**config.mk**
```make
export PLATFORM = sky130hd
export DESIGN_NAME = quintic_servo_motion_profiler_top
export DESIGN_NICKNAME = d
export VERILOG_FILES = /design/src/sv/qsmp_pkg.sv /design/src/sv/qsmp_ctrl.sv /design/src/sv/qsmp_datapath.sv /design/src/sv/quintic_servo_motion_profiler_top.sv
export SDC_FILE = /design/constraint.sdc
export NUM_CORES = 2
export LEC_CHECK = 0
export BUFFER_PORTS_ARGS = -buffer_cell sky130_fd_sc_hd__clkbuf_2
export CAP_MARGIN = 10
export CORE_MARGIN = 2
export CORE_UTILIZATION = 30
export DETAILED_ROUTE_END_ITERATION = 8
export GPL_TIMING_DRIVEN = 0
export PLACE_DENSITY = 0.54
export SYNTH_ARGS = -nofsm -noshare
export SYNTH_HDL_FRONTEND = slang
export SYNTH_SLANG_ARGS = --single-unit
```
**constraint.sdc**
```tcl
create_clock -name i_clk -period 32.5 [get_ports i_clk]
set_input_delay 1.625 -clock i_clk [delete_from_list [all_inputs] [get_ports i_clk]]
set_output_delay 1.625 -clock i_clk [all_outputs]
set_load 0.01 [all_outputs]
```
**src/sv/qsmp_pkg.sv**
```systemverilog
// ============================================================================
// qsmp_pkg
// Shared types and constants for the quintic servo motion profiler.
// ============================================================================
package qsmp_pkg;

    localparam int CFG_IDX_W  = 3;
    localparam int CFG_DATA_W = 12;

    localparam logic [CFG_IDX_W-1:0] CFG_SPEED  = 3'd0;
    localparam logic [CFG_IDX_W-1:0] CFG_OFFSET = 3'd1;
    localparam logic [CFG_IDX_W-1:0] CFG_PMIN   = 3'd2;
    localparam logic [CFG_IDX_W-1:0] CFG_PMAX   = 3'd3;
    localparam logic [CFG_IDX_W-1:0] CFG_SNAP   = 3'd4;

    localparam int DUR_W        = 20;
    localparam int JUMP_LIMIT   = 15;
    localparam int MIN_DURATION = 60;
    localparam int MAX_DEG      = 180;

    // floor(x/180) = floor(floor(x/4) * RECIP_45 / 2^RECIP_SHIFT) for x < 2^20
    localparam int          RECIP_SHIFT = 24;
    localparam logic [18:0] RECIP_45    = 19'd372828;

    typedef enum logic [3:0] {
        S_IDLE,
        S_PLAN,
        S_DUR_MUL,
        S_DUR_WR,
        S_ELAPSED,
        S_DIV,
        S_MUL_TT,
        S_MUL_T3,
        S_MUL_E,
        S_MUL_STEP,
        S_POS,
        S_ROUND,
        S_MAP_MUL,
        S_MAP_RECIP,
        S_EMIT
    } t_state;

    typedef enum logic [3:0] {
        OP_NONE,
        OP_LOAD,
        OP_PLAN,
        OP_DUR_MUL,
        OP_DUR_WR,
        OP_ELAPSED,
        OP_DIV,
        OP_MUL_TT,
        OP_MUL_T3,
        OP_MUL_E,
        OP_MUL_STEP,
        OP_POS,
        OP_ROUND,
        OP_MAP_MUL,
        OP_MAP_RECIP,
        OP_EMIT
    } t_op;

    typedef struct packed {
        logic snap;
        logic replan;
        logic skip_ease;
        logic div_last;
        logic out_free;
    } t_status;

endpackage

```
**src/sv/qsmp_ctrl.sv**
```systemverilog
// ============================================================================
// qsmp_ctrl
// Sequencer: steps the datapath through plan, divide, ease and mapping.
// ============================================================================
module qsmp_ctrl import qsmp_pkg::*; (
    input  logic    i_clk,
    input  logic    i_rst_n,
    input  logic    i_in_valid,
    input  t_status i_status,
    output logic    o_in_ready,
    output t_op     o_op
);

    t_state r_state;
    t_state n_state;

    always_ff @(posedge i_clk) begin
        if (!i_rst_n) begin
            r_state <= S_IDLE;
        end else begin
            r_state <= n_state;
        end
    end

    always_comb begin
        n_state = r_state;
        case (r_state)
            S_IDLE: begin
                if (i_in_valid) begin
                    n_state = S_PLAN;
                end
            end
            S_PLAN: begin
                if (i_status.snap) begin
                    n_state = S_ROUND;
                end else if (i_status.replan) begin
                    n_state = S_DUR_MUL;
                end else begin
                    n_state = S_ELAPSED;
                end
            end
            S_DUR_MUL:   n_state = S_DUR_WR;
            S_DUR_WR:    n_state = S_ELAPSED;
            S_ELAPSED: begin
                n_state = i_status.skip_ease ? S_ROUND : S_DIV;
            end
            S_DIV: begin
                if (i_status.div_last) begin
                    n_state = S_MUL_TT;
                end
            end
            S_MUL_TT:    n_state = S_MUL_T3;
            S_MUL_T3:    n_state = S_MUL_E;
            S_MUL_E:     n_state = S_MUL_STEP;
            S_MUL_STEP:  n_state = S_POS;
            S_POS:       n_state = S_ROUND;
            S_ROUND:     n_state = S_MAP_MUL;
            S_MAP_MUL:   n_state = S_MAP_RECIP;
            S_MAP_RECIP: n_state = S_EMIT;
            S_EMIT: begin
                if (i_status.out_free) begin
                    n_state = S_IDLE;
                end
            end
            default:     n_state = S_IDLE;
        endcase
    end

    always_comb begin
        o_in_ready = 1'b0;
        o_op       = OP_NONE;
        case (r_state)
            S_IDLE: begin
                o_in_ready = 1'b1;
                o_op       = i_in_valid ? OP_LOAD : OP_NONE;
            end
            S_PLAN:      o_op = OP_PLAN;
            S_DUR_MUL:   o_op = OP_DUR_MUL;
            S_DUR_WR:    o_op = OP_DUR_WR;
            S_ELAPSED:   o_op = OP_ELAPSED;
            S_DIV:       o_op = OP_DIV;
            S_MUL_TT:    o_op = OP_MUL_TT;
            S_MUL_T3:    o_op = OP_MUL_T3;
            S_MUL_E:     o_op = OP_MUL_E;
            S_MUL_STEP:  o_op = OP_MUL_STEP;
            S_POS:       o_op = OP_POS;
            S_ROUND:     o_op = OP_ROUND;
            S_MAP_MUL:   o_op = OP_MAP_MUL;
            S_MAP_RECIP: o_op = OP_MAP_RECIP;
            S_EMIT:      o_op = i_status.out_free ? OP_EMIT : OP_NONE;
            default:     o_op = OP_NONE;
        endcase
    end

endmodule

```
**src/sv/qsmp_datapath.sv**
```systemverilog
// ============================================================================
// qsmp_datapath
// Axis state, config registers, serial divider, shared multiplier, output reg.
// ============================================================================
module qsmp_datapath import qsmp_pkg::*; #(
    parameter int FRAC_BITS  = 8,
    parameter int EASE_BITS  = 16,
    parameter int HOME_ANGLE = 90
) (
    input  logic                  i_clk,
    input  logic                  i_rst_n,
    input  t_op                   i_op,
    output t_status               o_status,
    input  logic                  i_cfg_valid,
    input  logic [CFG_IDX_W-1:0]  i_cfg_index,
    input  logic [CFG_DATA_W-1:0] i_cfg_data,
    input  logic [31:0]           i_now_ms,
    input  logic signed [9:0]     i_target_angle,
    output logic                  o_out_valid,
    input  logic                  i_out_ready,
    output logic signed [9:0]     o_angle_now,
    output logic                  o_moved,
    output logic [11:0]           o_pulse_off
);

    localparam int AW    = 11;
    localparam int PW    = FRAC_BITS + 11;
    localparam int MAG_W = FRAC_BITS + 10;
    localparam int QW    = EASE_BITS + 4;
    localparam int MW_0  = (MAG_W > QW) ? MAG_W : QW;
    localparam int MW    = (MW_0 > 19) ? MW_0 : 19;
    localparam int PRW   = 2 * MW;
    localparam int CW    = $clog2(EASE_BITS);
    localparam int TW    = 2 * EASE_BITS;

    localparam logic signed [PW-1:0] HOME_Q    = PW'(HOME_ANGLE * (2 ** FRAC_BITS));
    localparam logic signed [AW-1:0] HOME_A    = AW'(HOME_ANGLE);
    localparam logic signed [PW-1:0] HALF_Q    = PW'(2 ** (FRAC_BITS - 1));
    localparam logic [QW:0]          TEN_ONE   = (QW + 1)'(10) << EASE_BITS;

    // configuration
    logic [9:0]         r_speed;
    logic signed [7:0]  r_offset;
    logic [11:0]        r_pmin;
    logic [11:0]        r_pmax;
    logic               r_snap;

    // axis state
    logic signed [AW-1:0] r_planned;
    logic signed [PW-1:0] r_start_pos;
    logic signed [PW-1:0] r_exact;
    logic [31:0]          r_start_time;
    logic [DUR_W-1:0]     r_dur;
    logic signed [AW-1:0] r_round;
    logic [CW-1:0]        r_cnt;
    logic                 r_out_valid;

    // working registers
    logic [31:0]          r_now;
    logic signed [9:0]    r_target;
    logic [DUR_W-1:0]     r_rem;
    logic [EASE_BITS-1:0] r_quo;
    logic [PRW-1:0]       r_prod;
    logic [QW-1:0]        r_q;
    logic                 r_moved;
    logic signed [9:0]    r_out_angle;
    logic                 r_out_moved;
    logic [11:0]          r_out_pulse;

    logic signed [PW-1:0] w_target_q;
    logic signed [AW-1:0] w_target_a;
    logic signed [AW:0]   w_delta;
    logic signed [AW:0]   w_delta_neg;
    logic [AW:0]          w_abs_delta;
    logic signed [PW-1:0] w_exact_half;
    logic signed [AW-1:0] w_exact_rnd;
    logic                 w_changed;
    logic                 w_replan;
    logic signed [PW-1:0] w_diff;
    logic signed [PW-1:0] w_diff_neg;
    logic [MAG_W-1:0]     w_diff_mag;
    logic signed [PW-1:0] w_d;
    logic signed [PW-1:0] w_d_neg;
    logic [MAG_W-1:0]     w_d_mag;
    logic                 w_at_target;
    logic [31:0]          w_elapsed;
    logic                 w_elapsed_done;
    logic [DUR_W:0]       w_rem2;
    logic [DUR_W:0]       w_rem_sub;
    logic                 w_rem_ge;
    logic [MW-1:0]        w_hi_e;
    logic [TW-1:0]        w_tt;
    logic [TW+2:0]        w_six_tt;
    logic [QW:0]          w_fifteen_t;
    logic [QW:0]          w_q_full;
    logic signed [PW-1:0] w_step;
    logic [DUR_W-1:0]     w_dur_raw;
    logic signed [AW:0]   w_a_sum;
    logic [7:0]           w_a_clamp;
    logic                 w_range_neg;
    logic [11:0]          w_range_mag;
    logic [11:0]          w_frac;
    logic [11:0]          w_pulse;
    logic [MW-1:0]        w_mul_a;
    logic [MW-1:0]        w_mul_b;
    logic [PRW-1:0]       w_mul;
    logic                 w_out_free;

    // ---------------- plan and timing ----------------
    assign w_target_q   = {r_target[9], r_target, {FRAC_BITS{1'b0}}};
    assign w_target_a   = {r_target[9], r_target};
    assign w_delta      = {w_target_a[AW-1], w_target_a} - {r_planned[AW-1], r_planned};
    assign w_delta_neg  = -w_delta;
    assign w_abs_delta  = w_delta[AW] ? w_delta_neg : w_delta;
    assign w_exact_half = r_exact + HALF_Q;
    assign w_exact_rnd  = w_exact_half[PW-1:FRAC_BITS];
    assign w_changed    = (w_target_a != r_planned);
    assign w_replan     = w_changed &&
                          ((w_exact_rnd == r_planned) || (w_abs_delta > (AW + 1)'(JUMP_LIMIT)));

    assign w_diff       = w_target_q - r_exact;
    assign w_diff_neg   = -w_diff;
    assign w_diff_mag   = w_diff[PW-1] ? w_diff_neg[MAG_W-1:0] : w_diff[MAG_W-1:0];
    assign w_d          = w_target_q - r_start_pos;
    assign w_d_neg      = -w_d;
    assign w_d_mag      = w_d[PW-1] ? w_d_neg[MAG_W-1:0] : w_d[MAG_W-1:0];

    assign w_at_target    = (r_exact == w_target_q);
    assign w_elapsed      = r_now - r_start_time;
    assign w_elapsed_done = (w_elapsed >= 32'(r_dur));
    assign w_dur_raw      = r_prod[FRAC_BITS +: DUR_W];

    // ---------------- restoring divider ----------------
    assign w_rem2    = {r_rem, 1'b0};
    assign w_rem_ge  = (w_rem2 >= {1'b0, r_dur});
    assign w_rem_sub = w_rem2 - {1'b0, r_dur};

    // ---------------- ease polynomial ----------------
    assign w_hi_e      = r_prod[EASE_BITS +: MW];
    assign w_tt        = r_prod[TW-1:0];
    assign w_six_tt    = {1'b0, w_tt, 2'b00} + {2'b00, w_tt, 1'b0};
    assign w_fifteen_t = {1'b0, r_quo, 4'b0000} - {5'b00000, r_quo};
    assign w_q_full    = TEN_ONE + (QW + 1)'(w_six_tt[TW+2:EASE_BITS]) - w_fifteen_t;
    assign w_step      = $signed(r_prod[EASE_BITS +: PW]);

    // ---------------- pulse mapping ----------------
    assign w_a_sum     = {r_round[AW-1], r_round} + (AW + 1)'(r_offset);
    assign w_range_neg = (r_pmax < r_pmin);
    assign w_range_mag = w_range_neg ? (r_pmin - r_pmax) : (r_pmax - r_pmin);
    assign w_frac      = r_prod[RECIP_SHIFT +: 12];
    assign w_pulse     = w_range_neg ? (r_pmin - w_frac) : (r_pmin + w_frac);

    always_comb begin
        if (w_a_sum[AW]) begin
            w_a_clamp = 8'd0;
        end else if (w_a_sum > $signed((AW + 1)'(MAX_DEG))) begin
            w_a_clamp = 8'(MAX_DEG);
        end else begin
            w_a_clamp = w_a_sum[7:0];
        end
    end

    // ---------------- shared multiplier ----------------
    always_comb begin
        w_mul_a = '0;
        w_mul_b = '0;
        case (i_op)
            OP_DUR_MUL: begin
                w_mul_a = MW'(w_diff_mag);
                w_mul_b = MW'(r_speed);
            end
            OP_MUL_TT: begin
                w_mul_a = MW'(r_quo);
                w_mul_b = MW'(r_quo);
            end
            OP_MUL_T3: begin
                w_mul_a = w_hi_e;
                w_mul_b = MW'(r_quo);
            end
            OP_MUL_E: begin
                w_mul_a = w_hi_e;
                w_mul_b = MW'(r_q);
            end
            OP_MUL_STEP: begin
                w_mul_a = MW'(w_d_mag);
                w_mul_b = w_hi_e;
            end
            OP_MAP_MUL: begin
                w_mul_a = MW'(w_a_clamp);
                w_mul_b = MW'(w_range_mag);
            end
            OP_MAP_RECIP: begin
                w_mul_a = MW'(r_prod[2 +: 18]);
                w_mul_b = MW'(RECIP_45);
            end
            default: begin
                w_mul_a = '0;
                w_mul_b = '0;
            end
        endcase
    end

    assign w_mul = w_mul_a * w_mul_b;

    assign w_out_free = !r_out_valid || i_out_ready;

    // ---------------- state with reset ----------------
    always_ff @(posedge i_clk) begin
        if (!i_rst_n) begin
            r_speed      <= 10'd10;
            r_offset     <= 8'sd0;
            r_pmin       <= 12'd102;
            r_pmax       <= 12'd512;
            r_snap       <= 1'b0;
            r_planned    <= HOME_A;
            r_start_pos  <= HOME_Q;
            r_exact      <= HOME_Q;
            r_start_time <= '0;
            r_dur        <= '0;
            r_round      <= HOME_A;
            r_cnt        <= '0;
            r_out_valid  <= 1'b0;
        end else begin
            if (i_cfg_valid) begin
                case (i_cfg_index)
                    CFG_SPEED:  r_speed  <= i_cfg_data[9:0];
                    CFG_OFFSET: r_offset <= $signed(i_cfg_data[7:0]);
                    CFG_PMIN:   r_pmin   <= i_cfg_data;
                    CFG_PMAX:   r_pmax   <= i_cfg_data;
                    CFG_SNAP:   r_snap   <= i_cfg_data[0];
                    default:    ;
                endcase
            end

            if (i_op == OP_EMIT) begin
                r_out_valid <= 1'b1;
            end else if (r_out_valid && i_out_ready) begin
                r_out_valid <= 1'b0;
            end

            case (i_op)
                OP_PLAN: begin
                    if (r_snap) begin
                        r_planned   <= w_target_a;
                        r_start_pos <= w_target_q;
                        r_exact     <= w_target_q;
                    end else if (w_changed) begin
                        if (w_replan) begin
                            r_start_pos  <= r_exact;
                            r_start_time <= r_now;
                        end
                        r_planned <= w_target_a;
                    end
                end
                OP_DUR_WR: begin
                    r_dur <= (w_dur_raw < DUR_W'(MIN_DURATION)) ? DUR_W'(MIN_DURATION)
                                                                 : w_dur_raw;
                end
                OP_ELAPSED: begin
                    if (!w_at_target && w_elapsed_done) begin
                        r_exact <= w_target_q;
                    end
                    r_cnt <= '0;
                end
                OP_DIV: begin
                    r_cnt <= r_cnt + 1'b1;
                end
                OP_POS: begin
                    r_exact <= w_d[PW-1] ? (r_start_pos - w_step) : (r_start_pos + w_step);
                end
                OP_ROUND: begin
                    r_round <= w_exact_rnd;
                end
                default: ;
            endcase
        end
    end

    // ---------------- working registers ----------------
    always_ff @(posedge i_clk) begin
        case (i_op)
            OP_LOAD: begin
                r_now    <= i_now_ms;
                r_target <= i_target_angle;
            end
            OP_ELAPSED: begin
                r_rem <= w_elapsed[DUR_W-1:0];
                r_quo <= '0;
            end
            OP_DIV: begin
                r_rem <= w_rem_ge ? w_rem_sub[DUR_W-1:0] : w_rem2[DUR_W-1:0];
                r_quo <= {r_quo[EASE_BITS-2:0], w_rem_ge};
            end
            OP_DUR_MUL, OP_MUL_TT, OP_MUL_E, OP_MUL_STEP, OP_MAP_MUL, OP_MAP_RECIP: begin
                r_prod <= w_mul;
            end
            OP_MUL_T3: begin
                r_prod <= w_mul;
                r_q    <= w_q_full[QW-1:0];
            end
            OP_ROUND: begin
                r_moved <= (w_exact_rnd != r_round);
            end
            OP_EMIT: begin
                r_out_angle <= r_round[9:0];
                r_out_moved <= r_moved;
                r_out_pulse <= w_pulse;
            end
            default: ;
        endcase
    end

    assign o_status.snap      = r_snap;
    assign o_status.replan    = w_replan;
    assign o_status.skip_ease = w_at_target || w_elapsed_done;
    assign o_status.div_last  = (r_cnt == CW'(EASE_BITS - 1));
    assign o_status.out_free  = w_out_free;

    assign o_out_valid = r_out_valid;
    assign o_angle_now = r_out_angle;
    assign o_moved     = r_out_moved;
    assign o_pulse_off = r_out_pulse;

endmodule

```
**src/sv/quintic_servo_motion_profiler_top.sv**
```systemverilog
// ============================================================================
// quintic_servo_motion_profiler_top
// One servo axis: quintic-eased position and PWM off-count per update tick.
// ============================================================================
// Sequence: plan, then (after a replan) duration multiply and write, elapsed
//   check, divide and ease, rounding, pulse mapping and emit; snap mode goes
//   from plan to rounding, and a tick that needs no easing skips divide and ease.
// Flow: one transaction at a time, taken only in idle; a new tick waits for the
//   EASE_BITS-step serial divider and the shared multiplier (up to seven passes).
// Reset (synchronous, active low): axis at HOME_ANGLE, registers at defaults.
module quintic_servo_motion_profiler_top import qsmp_pkg::*; #(
    parameter int FRAC_BITS  = 8,
    parameter int EASE_BITS  = 16,
    parameter int HOME_ANGLE = 90
) (
    input  logic                  i_clk,
    input  logic                  i_rst_n,
    input  logic                  i_in_valid,
    output logic                  o_in_ready,
    input  logic [31:0]           i_now_ms,
    input  logic signed [9:0]     i_target_angle,
    output logic                  o_out_valid,
    input  logic                  i_out_ready,
    output logic signed [9:0]     o_angle_now,
    output logic                  o_moved,
    output logic [11:0]           o_pulse_off,
    input  logic                  i_cfg_valid,
    output logic                  o_cfg_ready,
    input  logic [CFG_IDX_W-1:0]  i_cfg_index,
    input  logic [CFG_DATA_W-1:0] i_cfg_data
);

    t_op     w_op;
    t_status w_status;

    assign o_cfg_ready = 1'b1;

    qsmp_ctrl u_ctrl (
        .i_clk      (i_clk),
        .i_rst_n    (i_rst_n),
        .i_in_valid (i_in_valid),
        .i_status   (w_status),
        .o_in_ready (o_in_ready),
        .o_op       (w_op)
    );

    qsmp_datapath #(
        .FRAC_BITS  (FRAC_BITS),
        .EASE_BITS  (EASE_BITS),
        .HOME_ANGLE (HOME_ANGLE)
    ) u_datapath (
        .i_clk          (i_clk),
        .i_rst_n        (i_rst_n),
        .i_op           (w_op),
        .o_status       (w_status),
        .i_cfg_valid    (i_cfg_valid),
        .i_cfg_index    (i_cfg_index),
        .i_cfg_data     (i_cfg_data),
        .i_now_ms       (i_now_ms),
        .i_target_angle (i_target_angle),
        .o_out_valid    (o_out_valid),
        .i_out_ready    (i_out_ready),
        .o_angle_now    (o_angle_now),
        .o_moved        (o_moved),
        .o_pulse_off    (o_pulse_off)
    );

endmodule

```
==> summary.md <==
| Metric | Value |
|---|---|
| Status | `complete, no violations` |
| Number of remaining DRC errors | `0` |
| Final worst-path cycle share | `40.7%` |
| Die W | `355 microns` |
| Setup crit start kind | `register` |
| Post-synth EDFFs | `158` |
| Most used DFF post-synth | `sky130_fd_sc_hd__dfxtp_1` |
| Number of buffers added on ports | `86` |
| Net count after synthesis | `5088` |
| Area Growth Syn to Fin | `10.6%` |
| MaxCap Viol Count | `0` |
| Reported leakage power | `17.5 nW` |
| Skew-Pair Late Insertion Delay | `0.61 ns` |
| Worst Path Required | `32.84 ns` |
| Dominant delay contributor by cell family on the critical path | `compound AO/OA/AOI/OAI gates` |
| Stage delay of the slowest cell on the critical path | `0.82 ns` |
| Cells after DPL | `6045` |
| Cell occurring most often along the worst timing path | `sky130_fd_sc_hd__fa_1` |
| Setup violation total in the final timing report | `0` |
| Routed wire length per instance | `21.0 microns` |
| Final sum of negative setup slack | `0 ns` |
| Inserted Clock Buffers | `37` |
| CTS tree | `done` |
| Clock Skew | `0.0401 ns` |
| Final ANT Viol Nets | `0` |
| Core Box Area | `122000 sq um` |
| Via density per instance | `5.18` |
| HPWL after DPL | `104 mm` |
| Element type at the critical path end | `register` |
| P per Cell Area | `39.2 nW/um^2` |
| Post-route core utilization | `33.5%` |
| Number of core rows | `128` |
| Post-synthesis sequential area ratio | `a little over a fifth` |
| Minimum clock period | `13.22 ns` |
| Worst slew pin tran | `1.39 ns` |
| First-pass GRT wire length | `195 mm` |
| Top cells by instance count after synthesis | `604 x sky130_fd_sc_hd__inv_1, 549 x sky130_fd_sc_hd__nand2_1, 368 x sky130_fd_sc_hd__ha_1, 335 x sky130_fd_sc_hd__fa_1, 319 x sky130_fd_sc_hd__nor2_1` |
| Worst-case headroom to the max-slew limit | `7.20%` |
| Diodes inserted | `0` |
| Overall power | `0.00160 W` |
| Cell variety after synth | `87` |
| Pin count of the biggest net entering global routing | `34` |
| Syn_area_per_cell | `8.53 sq um` |
| I/O pin count | `88` |
| Slack of the worst reg-to-reg path | `19.28 ns` |
| Async set-reset flop share out of synthesis | `0%` |
| 1st-pass router iterations | `7` |
| Global route total overflow | `0` |
| Upper clock frequency limit | `75.6 MHz` |
| Initial core utilization | `30.3%` |
| Final max-slew violation count | `0` |
| Fraction of post-synthesis cell area in the top cell type by area | `18.2%` |
| Root buffer cell | `sky130_fd_sc_hd__clkbuf_16` |
| Post-CTS Hold Buffers | `0` |
| Final hold vios | `0` |
| Count of H-tree levels built during CTS | `2` |
| Type of the worst setup path | `reg -> reg` |
| Final weighted congestion of routability-driven global placement | `0.927` |
| Class of the worst hold path | `reg -> reg` |
| Arrival time of the worst setup path | `~14 ns` |
| Number of instances resized during post-cts repair | `0` |
| Worst VDD drop | `0.0000432 V` |
| Clock slew at the register clock pins of the worst setup and hold paths | `approximately 0.07 ns` |
| Top post-synthesis cells by area | `sky130_fd_sc_hd__fa_1 18%, sky130_fd_sc_hd__edfxtp_1 13%, sky130_fd_sc_hd__ha_1 12%` |
| Sum of buffers and inverters on the critical path | `8` |
| GRT Resource Usage Total | `roughly a fifth` |
| Leading cell type by number of instances after synthesis | `sky130_fd_sc_hd__inv_1` |
| Netlist area before placement | `~37000 sq um` |
| Final Net Count | `5225` |
| Setup bufs post-CTS | `0` |
| Final WL | `128 mm` |
| Share of cells above drive strength 1 | `5.04%` |
| Crit path max-delay cell type | `sky130_fd_sc_hd__o21ai_0` |
| Clock sink count | `321` |
| Top fanout value on the critical path | `10` |
| DR iter-0 viols | `roughly 2.5k` |
| Number of instances in the synthesized netlist | `4323` |
| Total vias in the final route | `31.7k` |
| Antenna violations before repair | `0` |
| Cell accounting for the most synthesized area | `sky130_fd_sc_hd__fa_1` |
| Overall die area | `126000 sq um` |
| Chip height | `355 microns` |
| Ys Warns | `0` |
| Non-filler cells, final | `about 6.1k` |
| Number of synthesized register bits | `321` |
| RSZ-0062 raised after global routing | `no` |
| Max Buffers Root-to-Sink | `3` |
| Number of global-route vias before repair | `around 32k` |
-- report_power, final --
group	internal, W	leakage, nW	switching (W)
Combinational	0.000244	14.1	0.000407
Clock	0.000254	0.599	0.000196
Sequential	0.000465	2.79	0.0000316
-- state kept, by name (all words and copies together) (netlist names), 12 cells and up --
name	count
u_datapath.r_pmin	12
u_datapath.r_q	20
u_datapath.o_pulse_off	12
u_datapath.r_pmax	12
u_datapath.r_exact	19
u_datapath.r_prod	36
u_datapath.r_dur	20
u_datapath.r_quo	16
u_datapath.r_now	32
u_datapath.r_rem	20
u_datapath.r_start_pos	19
u_datapath.r_start_time	32
-- worst paths after layout --
path                           from                    end  depth (start not counted)
max          u_datapath.r_target[0]  u_datapath.r_prod[35]                         37
min reg2reg      u_datapath.r_moved     u_datapath.o_moved                          0
min              u_datapath.r_moved     u_datapath.o_moved                          0
max reg2reg  u_datapath.r_target[0]  u_datapath.r_prod[35]                         37
-- cell usage in the layout (no fill, tap or decap), types with 148 or more instances in the layout --
cell,count
sky130_fd_sc_hd__fa_1,335
sky130_fd_sc_hd__inv_1,603
sky130_fd_sc_hd__dfxtp_1,163
sky130_fd_sc_hd__nor2_1,318
sky130_fd_sc_hd__nand2_1,549
sky130_fd_sc_hd__edfxtp_1,158
sky130_fd_sc_hd__xnor2_1,183
sky130_fd_sc_hd__o21ai_0,196
sky130_fd_sc_hd__clkbuf_1,148
sky130_fd_sc_hd__a21oi_1,225
sky130_fd_sc_hd__ha_1,368
-- cell type report --
class	instances	area [sq um]
clock buffer	43	958
timing repair buffer	98	601
inverter	606	2270
sequential	321	8010
clock inverter	22	269
tap	1625	2030
fill	12800	81100
buffer	173	682
multi-input combinational	3223	26000
-- layer usage --
metal  share of wire [%]  GRT usage [%]
met1                  43           26.6
met2                  47           33.7
met3                 5.2           2.13
met4                 5.1           9.14
met5                   0              0
-- cells by family (layout without fill, tap and decap cells) --
family                     count (synthesis)  in the layout  share of synthesized area (%)
AOI/OAI and AO/OA                        882            882                           15.9
xor gates and xnor gates                 263            263                           6.28
adders and majority gates                703            703                           30.7
buffers and inverters                    779            942                           8.02
DFF                                      321            321                           21.7
muxes                                     32             32                          0.912
other                                      1              1                         0.0102
and+or+nand+nor                         1342           1342                           16.5
-- worst reg2reg max path: cells and delay by family (launching register included) --
kind | cells | cell delay [ns]
buf+inv | 8 | 1.66
flops | 1 | 0.58
compound gates | 12 | 4.40
fa+ha+maj | 9 | 4.27
simple gates | 6 | 1.50
xor+xnor | 2 | 0.56
-- per-stage QoR --
step | hold slack, ns | cell area, sq um | setup WS [ns]
6_report | 0.446 | 40800 | 19.28
5_1_grt | 0.462 | 40800 | 18.57
4_1_cts | 0.445 | 40800 | 19.45
3_5_place_dp | 0.418 | 39600 | 19.45
3_3_place_gp | 0.412 | 39400 | 18.30
2_1_floorplan | 0.400 | 36900 | 22.28
Power figures use the tool's default switching activity.
